<file path="config.mk">
export PLATFORM = sky130hd
export DESIGN_NAME = segment_lcd_serial_frame_writer
export DESIGN_NICKNAME = d
export VERILOG_FILES = /design/src/design/slfw_pkg.sv /design/src/design/segment_lcd_serial_frame_writer.sv /design/src/design/slfw_front.sv /design/src/design/slfw_queue.sv /design/src/design/slfw_back.sv
export SDC_FILE = /design/constraint.sdc
export NUM_CORES = 1
export LEC_CHECK = 0
export CORE_MARGIN = 4
export CORE_UTILIZATION = 60
export DETAILED_ROUTE_END_ITERATION = 12
export DONT_BUFFER_PORTS = 1
export PLACE_DENSITY = 0.76
export SLEW_MARGIN = 20
export SYNTH_ARGS = -nofsm -noshare
export SYNTH_HDL_FRONTEND = slang
export SYNTH_HIERARCHICAL = 1
export SYNTH_SLANG_ARGS = --single-unit
</file>
<file path="constraint.sdc">
create_clock -name clk_i -period 5.65 [get_ports clk_i]
set_input_delay 0 -clock clk_i [delete_from_list [all_inputs] [get_ports clk_i]]
set_output_delay 0 -clock clk_i [all_outputs]
set_load 0.05 [all_outputs]
</file>
<file path="src/design/slfw_pkg.sv">
// Package for the segment LCD serial frame writer.
// Holds frame sizes, the digit segment table and the frame word type.
// No dependencies.
`timescale 1ns / 1ps

package slfw_pkg;

  localparam int unsigned DIGIT_COUNT = 4;
  localparam int unsigned VALUE_W     = 14;
  localparam int unsigned CMD_W       = 8;
  localparam int unsigned BCD_W       = 4 * DIGIT_COUNT;
  localparam int unsigned FRAME_W     = 3 + 6 + 8 * DIGIT_COUNT;
  localparam int unsigned CMD_LEN     = 4 + CMD_W;
  localparam int unsigned LEN_W       = $clog2(FRAME_W + 1);
  localparam int unsigned CMP_W       = 20;

  localparam logic [3:0] CMD_HEAD  = 4'b1000;
  localparam logic [2:0] DISP_HEAD = 3'b101;
  localparam logic [7:0] POINT_SEG = 8'h10;

  function automatic int unsigned pow10(input int unsigned n);
    int unsigned r;
    r = 1;
    for (int unsigned i = 0; i < n; i++) begin
      r = r * 10;
    end
    return r;
  endfunction

  localparam int unsigned MAX_VALUE = pow10(DIGIT_COUNT) - 1;

  function automatic logic [7:0] seg_code(input logic [3:0] digit);
    logic [7:0] s;
    unique case (digit)
      4'd0:    s = 8'heb;
      4'd1:    s = 8'h0a;
      4'd2:    s = 8'had;
      4'd3:    s = 8'h8f;
      4'd4:    s = 8'h4e;
      4'd5:    s = 8'hc7;
      4'd6:    s = 8'he7;
      4'd7:    s = 8'h8a;
      4'd8:    s = 8'hef;
      4'd9:    s = 8'hcf;
      default: s = 8'h00;
    endcase
    return s;
  endfunction

  typedef struct packed {
    logic [FRAME_W-1:0] bits;
    logic [LEN_W-1:0]   len;
  } frame_t;

endpackage

</file>
<file path="src/design/segment_lcd_serial_frame_writer.sv">
// Segment LCD serial frame writer: request in, one serial bit per cycle out.
// Built from slfw_front, slfw_queue and slfw_back; depends on slfw_pkg.
//
// Usage: drive kind_i, command_byte_i, value_i and point_flag_i and raise
// start; the request is taken on a rising edge where start is high and busy
// is low. A command request yields 12 bits (1000 then the command byte); a
// display request yields 41 bits (101, six zeros, four segment codes,
// thousands first), with values above 9999 clamped.
// Each bit appears for one cycle with strobe high; frame_first_o marks the
// first bit and last_o the final one. The receiver cannot stall.
// A command frame is built as soon as the request is taken; a display frame
// is built once the shift-and-add-3 digit conversion has finished.
// One bit per cycle leaves the output shifter; a frame follows the one before
// it with no gap when it is already queued, so the sustained request rate is
// set by the output shifter. A two-entry queue lets new requests be taken
// while a frame is still being sent. Reset clears all control state; no
// frame is in flight afterwards.
`timescale 1ns / 1ps

module segment_lcd_serial_frame_writer import slfw_pkg::*; (
  input  logic               clk_i,
  input  logic               rst_ni,
  input  logic               start,
  output logic               busy,
  input  logic               kind_i,
  input  logic [CMD_W-1:0]   command_byte_i,
  input  logic [VALUE_W-1:0] value_i,
  input  logic               point_flag_i,
  output logic               strobe,
  output logic               serial_bit_o,
  output logic               frame_first_o,
  output logic               last_o
);

  frame_t push_frame;
  frame_t pop_frame;
  logic   push;
  logic   pop;
  logic   full;
  logic   empty;

  slfw_front u_front (
    .clk_i          (clk_i),
    .rst_ni         (rst_ni),
    .start          (start),
    .busy           (busy),
    .kind_i         (kind_i),
    .command_byte_i (command_byte_i),
    .value_i        (value_i),
    .point_flag_i   (point_flag_i),
    .full_i         (full),
    .push_o         (push),
    .frame_o        (push_frame)
  );

  slfw_queue u_queue (
    .clk_i   (clk_i),
    .rst_ni  (rst_ni),
    .push_i  (push),
    .frame_i (push_frame),
    .pop_i   (pop),
    .frame_o (pop_frame),
    .full_o  (full),
    .empty_o (empty)
  );

  slfw_back u_back (
    .clk_i         (clk_i),
    .rst_ni        (rst_ni),
    .frame_i       (pop_frame),
    .empty_i       (empty),
    .pop_o         (pop),
    .strobe        (strobe),
    .serial_bit_o  (serial_bit_o),
    .frame_first_o (frame_first_o),
    .last_o        (last_o)
  );

endmodule

</file>
<file path="src/design/slfw_front.sv">
// Front end: accepts requests, converts display values to decimal
// digits and builds the left-aligned frame word. Depends on slfw_pkg.
`timescale 1ns / 1ps

module slfw_front import slfw_pkg::*; (
  input  logic               clk_i,
  input  logic               rst_ni,
  input  logic               start,
  output logic               busy,
  input  logic               kind_i,
  input  logic [CMD_W-1:0]   command_byte_i,
  input  logic [VALUE_W-1:0] value_i,
  input  logic               point_flag_i,
  input  logic               full_i,
  output logic               push_o,
  output frame_t             frame_o
);

  localparam int unsigned CNT_W = $clog2(VALUE_W + 1);

  typedef enum logic {
    S_IDLE,
    S_CONV
  } state_e;

  state_e             state_q;
  logic               fr_valid_q;
  frame_t             fr_q;
  logic               point_q;
  logic [VALUE_W-1:0] bin_q;
  logic [BCD_W-1:0]   bcd_q;
  logic [CNT_W-1:0]   cnt_q;

  logic [VALUE_W-1:0] clamped;
  logic [BCD_W-1:0]   bcd_adj;
  logic [BCD_W-1:0]   bcd_d;
  logic [FRAME_W-1:0] disp_bits;
  logic [FRAME_W-1:0] cmd_bits;
  logic               accept;
  logic               fr_load;

  assign busy    = (state_q == S_CONV) || (fr_valid_q && full_i);
  assign accept  = start && !busy;
  assign push_o  = fr_valid_q && !full_i;
  assign frame_o = fr_q;
  assign fr_load = (accept && !kind_i) ||
                   ((state_q == S_CONV) && (cnt_q == CNT_W'(VALUE_W)) &&
                    (!fr_valid_q || push_o));

  always_comb begin
    if ({{(CMP_W - VALUE_W){1'b0}}, value_i} > CMP_W'(MAX_VALUE)) begin
      clamped = VALUE_W'(MAX_VALUE);
    end else begin
      clamped = value_i;
    end
  end

  always_comb begin
    for (int d = 0; d < DIGIT_COUNT; d++) begin
      if (bcd_q[4*d +: 4] >= 4'd5) begin
        bcd_adj[4*d +: 4] = bcd_q[4*d +: 4] + 4'd3;
      end else begin
        bcd_adj[4*d +: 4] = bcd_q[4*d +: 4];
      end
    end
    bcd_d = {bcd_adj[BCD_W-2:0], bin_q[VALUE_W-1]};
  end

  always_comb begin
    logic [7:0] seg;
    logic       add;
    disp_bits = '0;
    disp_bits[FRAME_W-1 -: 3] = DISP_HEAD;
    for (int d = 0; d < DIGIT_COUNT; d++) begin
      seg = seg_code(bcd_q[4*d +: 4]);
      add = (d == 1) ? !point_q : point_q;
      if (add) begin
        seg = seg | POINT_SEG;
      end
      disp_bits[8*d +: 8] = seg;
    end
    cmd_bits = {CMD_HEAD, command_byte_i, {(FRAME_W - CMD_LEN){1'b0}}};
  end

  always_ff @(posedge clk_i or negedge rst_ni) begin
    if (!rst_ni) begin
      state_q    <= S_IDLE;
      fr_valid_q <= 1'b0;
      cnt_q      <= '0;
    end else begin
      fr_valid_q <= fr_load || (fr_valid_q && !push_o);
      unique case (state_q)
        S_IDLE: begin
          if (accept) begin
            point_q <= point_flag_i;
            bin_q   <= clamped;
            bcd_q   <= '0;
            cnt_q   <= '0;
            if (kind_i) begin
              state_q <= S_CONV;
            end else begin
              fr_q.bits <= cmd_bits;
              fr_q.len  <= LEN_W'(CMD_LEN);
            end
          end
        end
        S_CONV: begin
          if (cnt_q != CNT_W'(VALUE_W)) begin
            bcd_q <= bcd_d;
            bin_q <= bin_q << 1;
            cnt_q <= cnt_q + 1'b1;
          end else if (!fr_valid_q || push_o) begin
            fr_q.bits <= disp_bits;
            fr_q.len  <= LEN_W'(FRAME_W);
            state_q   <= S_IDLE;
          end
        end
        default: state_q <= S_IDLE;
      endcase
    end
  end

endmodule

</file>
<file path="src/design/slfw_queue.sv">
// Two-entry queue of frame words between front and back ends.
// Depends on slfw_pkg.
`timescale 1ns / 1ps

module slfw_queue import slfw_pkg::*; (
  input  logic   clk_i,
  input  logic   rst_ni,
  input  logic   push_i,
  input  frame_t frame_i,
  input  logic   pop_i,
  output frame_t frame_o,
  output logic   full_o,
  output logic   empty_o
);

  frame_t     mem_q [2];
  logic       wr_ptr_q;
  logic       rd_ptr_q;
  logic [1:0] count_q;

  assign full_o  = (count_q == 2'd2);
  assign empty_o = (count_q == 2'd0);
  assign frame_o = mem_q[rd_ptr_q];

  always_ff @(posedge clk_i) begin
    if (push_i) begin
      mem_q[wr_ptr_q] <= frame_i;
    end
  end

  always_ff @(posedge clk_i or negedge rst_ni) begin
    if (!rst_ni) begin
      wr_ptr_q <= 1'b0;
      rd_ptr_q <= 1'b0;
      count_q  <= 2'd0;
    end else begin
      if (push_i) begin
        wr_ptr_q <= !wr_ptr_q;
      end
      if (pop_i) begin
        rd_ptr_q <= !rd_ptr_q;
      end
      if (push_i && !pop_i) begin
        count_q <= count_q + 2'd1;
      end else if (pop_i && !push_i) begin
        count_q <= count_q - 2'd1;
      end
    end
  end

endmodule

</file>
<file path="src/design/slfw_back.sv">
// Back end: shifts frame words out one bit per cycle, MSB first.
// Depends on slfw_pkg.
`timescale 1ns / 1ps

module slfw_back import slfw_pkg::*; (
  input  logic   clk_i,
  input  logic   rst_ni,
  input  frame_t frame_i,
  input  logic   empty_i,
  output logic   pop_o,
  output logic   strobe,
  output logic   serial_bit_o,
  output logic   frame_first_o,
  output logic   last_o
);

  logic               active_q;
  logic               first_q;
  logic [FRAME_W-1:0] sh_q;
  logic [LEN_W-1:0]   cnt_q;
  logic               at_end;

  assign at_end        = (cnt_q == LEN_W'(1));
  assign pop_o         = (!active_q || at_end) && !empty_i;
  assign strobe        = active_q;
  assign serial_bit_o  = sh_q[FRAME_W-1];
  assign frame_first_o = first_q;
  assign last_o        = at_end;

  always_ff @(posedge clk_i or negedge rst_ni) begin
    if (!rst_ni) begin
      active_q <= 1'b0;
      first_q  <= 1'b0;
      cnt_q    <= '0;
    end else if (!active_q || at_end) begin
      if (pop_o) begin
        active_q <= 1'b1;
        first_q  <= 1'b1;
        sh_q     <= frame_i.bits;
        cnt_q    <= frame_i.len;
      end else begin
        active_q <= 1'b0;
        first_q  <= 1'b0;
        cnt_q    <= '0;
      end
    end else begin
      first_q <= 1'b0;
      sh_q    <= sh_q << 1;
      cnt_q   <= cnt_q - 1'b1;
    end
  end

endmodule
</file>
==> impl_metrics.toml, run 1 <==
[timing]
worst_hold_slack_ps = 77.62
timing.max_slew.rel_slack_pct = 35.43
totalNegativeSetupSlack_ps = 0
layout_worst_path_cycle_share_pct = 51.86
max_freq_mhz = 341.3
final.setup.worst_slack_ps = 2720
tightestPinTransition_ps = 965.4
layout_min_cycle_time_ps = 2930
finalHoldViolCount = 0
final-max-slew-violation-count = 0
setup_viol = 0
setup_repair_after_global_routing_missed_its_margin = "false"
finalClockSkew_ps = 10.65

[finish]
sequential_cell_area_sq_um = 7109
layout.filler_cells = 1225
most_common_library_cell_in_the_layout_ignoring_fill_and_taps = "sky130_fd_sc_hd__edfxtp_1"
n_antenna_cell = 0
nets = 893
drive_gt1_share_pct = 18.42
final_cell_mix = "203 x sky130_fd_sc_hd__edfxtp_1, 62 x sky130_fd_sc_hd__mux2_2, 41 x sky130_fd_sc_hd__nor2b_1"
synth_to_layout_area_growth_pct = 11.46
multiInputGateArea_sq_um = 3877

[cts]
h_tree_level_count = 1
cts-buffers-inserted = 25
maximum_count_of_clock_buffers_along_a_single_path = 3
cts.clk_slew.worst_paths_ps = 60
clock_latency_ps = 510
cts_root_buffer = "sky130_fd_sc_hd__clkbuf_16"
clock_sinks = 249
cts_tree = "done"
postCtsResizedCells = 0

[power_and_ir_drop]
power_density_nw_per_um2 = 573.5
combPwrFrac_pct = 35.5
leakagePower_nw = 4.770
power_frac_seq_pct = 40.8
power.internal_w = 0.004848
sw_frac_of_total_pct = 33.28
p_sw_w = 0.002418
share_clk_of_total_power_pct = 23.8
max-vdd-ir-drop_v = 0.0003981

[worst_hold_path]
hold_path_class = "input port to flop"
timing.hold.worst.start = "rst_ni"
hold-path-endpoint = "u_front/point_q$_DFFE_PP_"
worst_hold_path.num_cells = 2

[floorplanning]
fp.coreArea_sq_um = 18640
design.die.area_sq_um = 21210
core.rowCount = 50
io_pins = 32
chipHeight_um = 145.6
starting_density_of_the_core_pct = 60.97
die_x_um = 145.6

[critical_path]
critPathLaunch = "u_front/cnt_q[0]$_DFFE_PN0N_"
r2r_end = "u_front/disp_bits[29]$_DFF_P_"
timing.critical_path.arrival_ps = 3330
timing.critical_path.fanout_max = 12
crit_type = "flop to flop"
rr_startpoint = "u_front/cnt_q[0]$_DFFE_PN0N_"
crit_required_ps = 6050
setup_crit_end_kind = "flop"
timing.critical_path.from_type = "flop"
regToRegSetupSlack_ps = 2720
r2r.worst_path.cells = 9

[logic_synthesis]
syn_avg_cell_area_sq_um = 14.16
syn_area_sq_um = 11370
library_cells_used_by_synthesis = 71
synth_ff_type = "sky130_fd_sc_hd__edfxtp_1"
syn_inst = 803
asyncSetResetFlopFracSynth_pct = 7.229
synth-edff-count = 203
ys_warn_count = 6
synth.ff_latch_count = 249
proportion_of_synthesized_chip_area_in_sequential_cells_pct = 62.52

[placed_design]
hpwl_um = 12460
place.gp.congestion = 0.8403
port_buffers = 0
place_ws_ps = 2766

[global_route]
grt_util_all_layers_pct = 18.97
gr-total-overflow = 0
grt_max_degree = 48
grt_pass1_vias = 6548
initial_antenna_violation_count = 0
first_pass_grt_wire_length_um = 33090

[drt]
drt_iter0_markers = 418
vias_per_cell = 5.831
vias = 6303
drc_errors = 0
postRouteAntennaNets = 0
routed_wirelength_um = 19920
wl_per_cell_um = 18.43
first_pass_iters = 5

[run]
max_cap_viol_count = 0

[outcome]
run_status = "completed"
==> worst max-delay path, cell delays in order, from the launching register on <==
cell and delay (ps):
sky130_fd_sc_hd__dfrtp_1 410, sky130_fd_sc_hd__inv_1 70, sky130_fd_sc_hd__ha_1 230, sky130_fd_sc_hd__and3_1 250
sky130_fd_sc_hd__nor2_1 730, sky130_fd_sc_hd__a31oi_1 440, sky130_fd_sc_hd__inv_1 230, sky130_fd_sc_hd__ha_1 160
sky130_fd_sc_hd__inv_1 40, sky130_fd_sc_hd__o21ai_0 260
==> state kept, by name, indices dropped and copies added (netlist names) <==
| signal | count |
|---|---|
| u_back/frame_first_o | 1 |
| u_front/fr_valid_q | 1 |
| u_queue/rd_ptr_q | 1 |
| u_front/point_q | 1 |
| u_front/disp_bits | 28 |
| u_front/frame_o | 37 |
| u_front/bcd_q | 16 |
| u_back/strobe | 1 |
| u_queue/wr_ptr_q | 1 |
| u_queue/mem_q | 94 |
| u_queue/count_q | 2 |
| u_front/cnt_q | 4 |
| u_back/cnt_q | 6 |
| u_front/bin_q | 14 |
| u_back/sh_q | 41 |
| u_front/state_q | 1 |
==> cells in the mapped netlist (10+ instances only) <==
cell type,n,area [sq um]
sky130_fd_sc_hd__o211ai_1,16,120.1
sky130_fd_sc_hd__mux2_4,20,300.3
sky130_fd_sc_hd__o21ai_0,18,90.09
sky130_fd_sc_hd__nor2b_1,42,262.8
sky130_fd_sc_hd__nand3_1,10,50.05
sky130_fd_sc_hd__nand2_1,33,123.9
sky130_fd_sc_hd__ha_1,37,462.9
sky130_fd_sc_hd__dfxtp_1,28,560.5
sky130_fd_sc_hd__clkbuf_1,12,45.04
sky130_fd_sc_hd__mux2_2,62,698.2
sky130_fd_sc_hd__and2b_1,13,97.59
sky130_fd_sc_hd__buf_4,12,90.09
sky130_fd_sc_hd__a21oi_1,10,50.05
sky130_fd_sc_hd__inv_1,35,131.4
sky130_fd_sc_hd__and2_1,33,206.5
sky130_fd_sc_hd__edfxtp_1,203,6096
sky130_fd_sc_hd__nor2_1,30,112.6
sky130_fd_sc_hd__dfrtp_1,18,450.4
==> per-stage QoR <==
step	total power, W	area (sq um)	std cells	util, %
CTS	0.007283	12630	1079	67.73
finish	0.007266	12670	1081	67.96
floorplan	0.004953	11380	807	-
global placement	0.005337	11470	1005	61.52
global route	0.007732	12670	1081	67.96
detailed placement	0.005500	11470	1005	61.52
==> timing repair <==
item	in CTS	in global routing
hold buffers	29	0
hold endpoints to repair	48	0
buffers inserted	0	0
==> layer usage <==
layer | up-vias | part of all wire [%] | GRT usage (%)
met4 | 0 | 2.3 | 5.318
met3 | 39 | 4.2 | 2.896
met2 | 159 | 50 | 33.07
li1 | 2980 | - | -
met1 | 3125 | 44 | 24.98
met5 | - | 0 | 0
==> layout make-up <==
type,count,share of cell area (%)
Clock buffer,29,5.214
Clock inverter,16,1.629
Multi-Input combinational cell,479,30.60
Sequential cell,249,56.11
Timing Repair Buffer,38,3.042
Tap cell,234,2.311
Inverter,36,1.086
==> kinds of logic (layout without fill, tap and decap cells) <==
kind of cell	Yosys count	count (layout)	synth area share (%)
flip-flops	249	249	62.52
AND/OR/NAND/NOR	209	209	10.36
AO/OA/AOI/OAI	113	113	7.529
multiplexers	102	102	10.86
buffers and inverters	79	119	3.665
adder cells (fa/ha/maj)	37	37	4.073
XOR/XNOR	12	12	0.9246
other	2	6	0.06607
==> power groups by stage <==
| stage | registers (W) | logic [W] | clock network [W] |
|---|---|---|---|
| floorplan | 0.00281 | 0.00214 | 0 |
| global placement | 0.00297 | 0.00237 | 0 |
| detailed placement | 0.00300 | 0.00250 | 0 |
| CTS | 0.00296 | 0.00256 | 0.00176 |
| global route | 0.00302 | 0.00287 | 0.00184 |
| finish | 0.00296 | 0.00258 | 0.00173 |
==> how the worst max path moves through the flow <==
stage                                    endpoint  slack [ps]  cells after the start
detailed placement  u_front/disp_bits[24]$_DFF_P_        2770                      7
finish              u_front/disp_bits[29]$_DFF_P_        2720                      9
floorplan           u_queue/mem_q[0][0]$_DFFE_PP_        2260                      3
global route        u_front/disp_bits[29]$_DFF_P_        2450                      9
global placement     u_front/disp_bits[2]$_DFF_P_        2850                      9
CTS                 u_front/disp_bits[24]$_DFF_P_        2760                      7
(Power assumes the default switching activity.)
==> inputs of run 2 (changes only) <==
Clock period 5.65 ns to 3 ns, I/O delays scaled along.
==> run 2 against run 1 <==
Sequential power is 87% higher. Sequential share of layout area down 0.37 points. Largest power group unchanged. Cell count up 1.0%. Highest routed layer unchanged. Fmax up 7.5%.
==> impl_metrics.toml, run 2 (synthesis results as in run 1) <==
[cts]
cts_tree = "done"
clock_sinks = 249
cts_setup_buffers = 0
cts_root_buffer = "sky130_fd_sc_hd__clkbuf_16"
postCtsResizedCells = 0
maximum_count_of_clock_buffers_along_a_single_path = 3
h_tree_level_count = 1
clock_latency_ps = 520
cts.hold.buffers_added = 30
cts-buffers-inserted = 26
cts.clk_slew.worst_paths_ps = 60

[power_and_ir_drop]
max-vdd-ir-drop_v = 0.0007334
leakagePower_nw = 4.802
power_density_nw_per_um2 = 1078

[critical_path]
r2r_end = "u_front/disp_bits[10]$_DFF_P_"
timing.critical_path.fanout_max = 6
r2r.worst_path.cells = 9
setup_crit_end_kind = "flop"
crit_path_max_incr_delay_ps = 530
crit_required_ps = 3430
critical-path-top-delay-family = "compound AO/OA/AOI/OAI gates"
rr_startpoint = "u_front/bcd_q[4]$_DFFE_PN_"
critical_path.n_buffers_inverters = 2
timing.critical_path.arrival_ps = 3160
regToRegSetupSlack_ps = 270
crit_slowest_cell = "sky130_fd_sc_hd__a31oi_1"
timing.critical_path.from_type = "flop"
crit_type = "flop to flop"
critical_path_cell_by_cell = "inv_1 -> ha_1 -> and2b_1 -> a2bb2oi_1 -> a31oi_1 -> inv_1 -> ha_1 -> or3_1 -> o211ai_1"

[finish]
synth_to_layout_area_growth_pct = 12.20
n_antenna_cell = 0
drive_gt1_share_pct = 19.46
nets = 902
final_cell_mix = "203 x sky130_fd_sc_hd__edfxtp_1, 62 x sky130_fd_sc_hd__mux2_2, 41 x sky130_fd_sc_hd__nor2b_1"
most_common_library_cell_in_the_layout_ignoring_fill_and_taps = "sky130_fd_sc_hd__edfxtp_1"
largest_reg_flops = 94
fin_area_sq_um = 12750
regMostFlops = "u_queue/mem_q"

[floorplanning]
io_pins = 32
die_x_um = 145.6
starting_density_of_the_core_pct = 60.97
chipHeight_um = 145.6
core.rowCount = 50
design.die.area_sq_um = 21210
fp.coreArea_sq_um = 18640

[placed_design]
port_buffers = 0
hpwl_um = 12550
detailed_place.area_sq_um = 11570
place.gp.congestion = 0.8358
place_ws_ps = 363.7

[global_route]
initial_antenna_violation_count = 0
gr-total-overflow = 0
first_pass_grt_wire_length_um = 33400
grt_util_all_layers_pct = 19.12
grt_max_degree = 54
grt_pass1_vias = 6638

[timing]
finalHoldViolCount = 0
layout_worst_path_cycle_share_pct = 90.88
final.setup.worst_slack_ps = 273.7
totalNegativeSetupSlack_ps = 0
tightestPinTransition_ps = 1002
timing.max_slew.rel_slack_pct = 32.98
setup_viol = 0
finalClockSkew_ps = 17.44
layout_min_cycle_time_ps = 2726
max_freq_mhz = 366.8
setup_repair_after_global_routing_missed_its_margin = "false"
final-max-slew-violation-count = 0
worst_hold_slack_ps = 78.04

[drt]
drc_errors = 0
postRouteAntennaNets = 0
routed_wirelength_um = 20170
drt_iter0_markers = 498
wl_per_cell_um = 18.47
first_pass_iters = 5
vias = 6403
vias_per_cell = 5.864

[worst_hold_path]
worst_hold_path.num_cells = 2
hold_path_class = "input port to flop"
timing.hold.worst.start = "rst_ni"
hold-path-endpoint = "u_front/point_q$_DFFE_PP_"

[run]
max_cap_viol_count = 0

[outcome]
run_status = "completed"
-- run 2: how the worst max path moves through the flow --
stage                                         from                            end  slack, ps  depth (start not counted)
floorplan                u_back/strobe$_DFFE_PN0N_      u_back/sh_q[10]$_DFFE_PP_        390                          4
global placement    u_queue/count_q[0]$_DFFE_PN0P_   u_front/disp_bits[2]$_DFF_P_        470                          9
CTS                     u_front/bcd_q[4]$_DFFE_PN_  u_front/disp_bits[10]$_DFF_P_        330                          9
global route            u_front/bcd_q[4]$_DFFE_PN_  u_front/disp_bits[10]$_DFF_P_        120                          9
detailed placement      u_front/bcd_q[4]$_DFFE_PN_  u_front/disp_bits[10]$_DFF_P_        360                          9
finish                  u_front/bcd_q[4]$_DFFE_PN_  u_front/disp_bits[10]$_DFF_P_        270                          9
-- run 2: area by class of cell --
cell class              count  area, sq um
multi-input cells         479         3877
flip-flops and latches    249         7109
inverters                  36        137.6
clock inverters            18        181.4
clock buffers              30        696.9
fillers                  1238         5889
well taps                 234        292.8
repair buffers             46        457.9
-- run 2: power breakdown --
group	total (W)	switching (W)	internal, W
Clock	0.00322	0.00129	0.00193
Sequential	0.00553	0.000590	0.00494
Combinational	0.00500	0.00275	0.00224
Total	0.0137	0.00463	0.00911
-- run 2: worst register-to-register path: stages, from the launching register on --
cell,delay (ps)
sky130_fd_sc_hd__edfxtp_1,440
sky130_fd_sc_hd__inv_1,90
sky130_fd_sc_hd__ha_1,240
sky130_fd_sc_hd__and2b_1,220
sky130_fd_sc_hd__a2bb2oi_1,190
sky130_fd_sc_hd__a31oi_1,530
sky130_fd_sc_hd__inv_1,180
sky130_fd_sc_hd__ha_1,260
sky130_fd_sc_hd__or3_1,390
sky130_fd_sc_hd__o211ai_1,90
-- run 2: layer usage --
layer | wire (um) | up-vias | GRT usage [%]
met4 | 526 | 0 | 6.125
met5 | 0 | - | 0
met1 | 8800 | 3149 | 24.63
met2 | 10040 | 194 | 33.49
li1 | - | 3008 | -
met3 | 800 | 52 | 2.990
-- run 2: through the flow --
| stage | instances | power [W] | utilization, % |
|---|---|---|---|
| 2_1_floorplan | 807 | 0.009327 | - |
| 5_1_grt | 1092 | 0.01461 | 68.41 |
| 6_report | 1092 | 0.01375 | 68.41 |
| 3_5_place_dp | 1014 | 0.01044 | 62.09 |
| 4_1_cts | 1092 | 0.01378 | 68.41 |
| 3_3_place_gp | 1014 | 0.01008 | 62.09 |
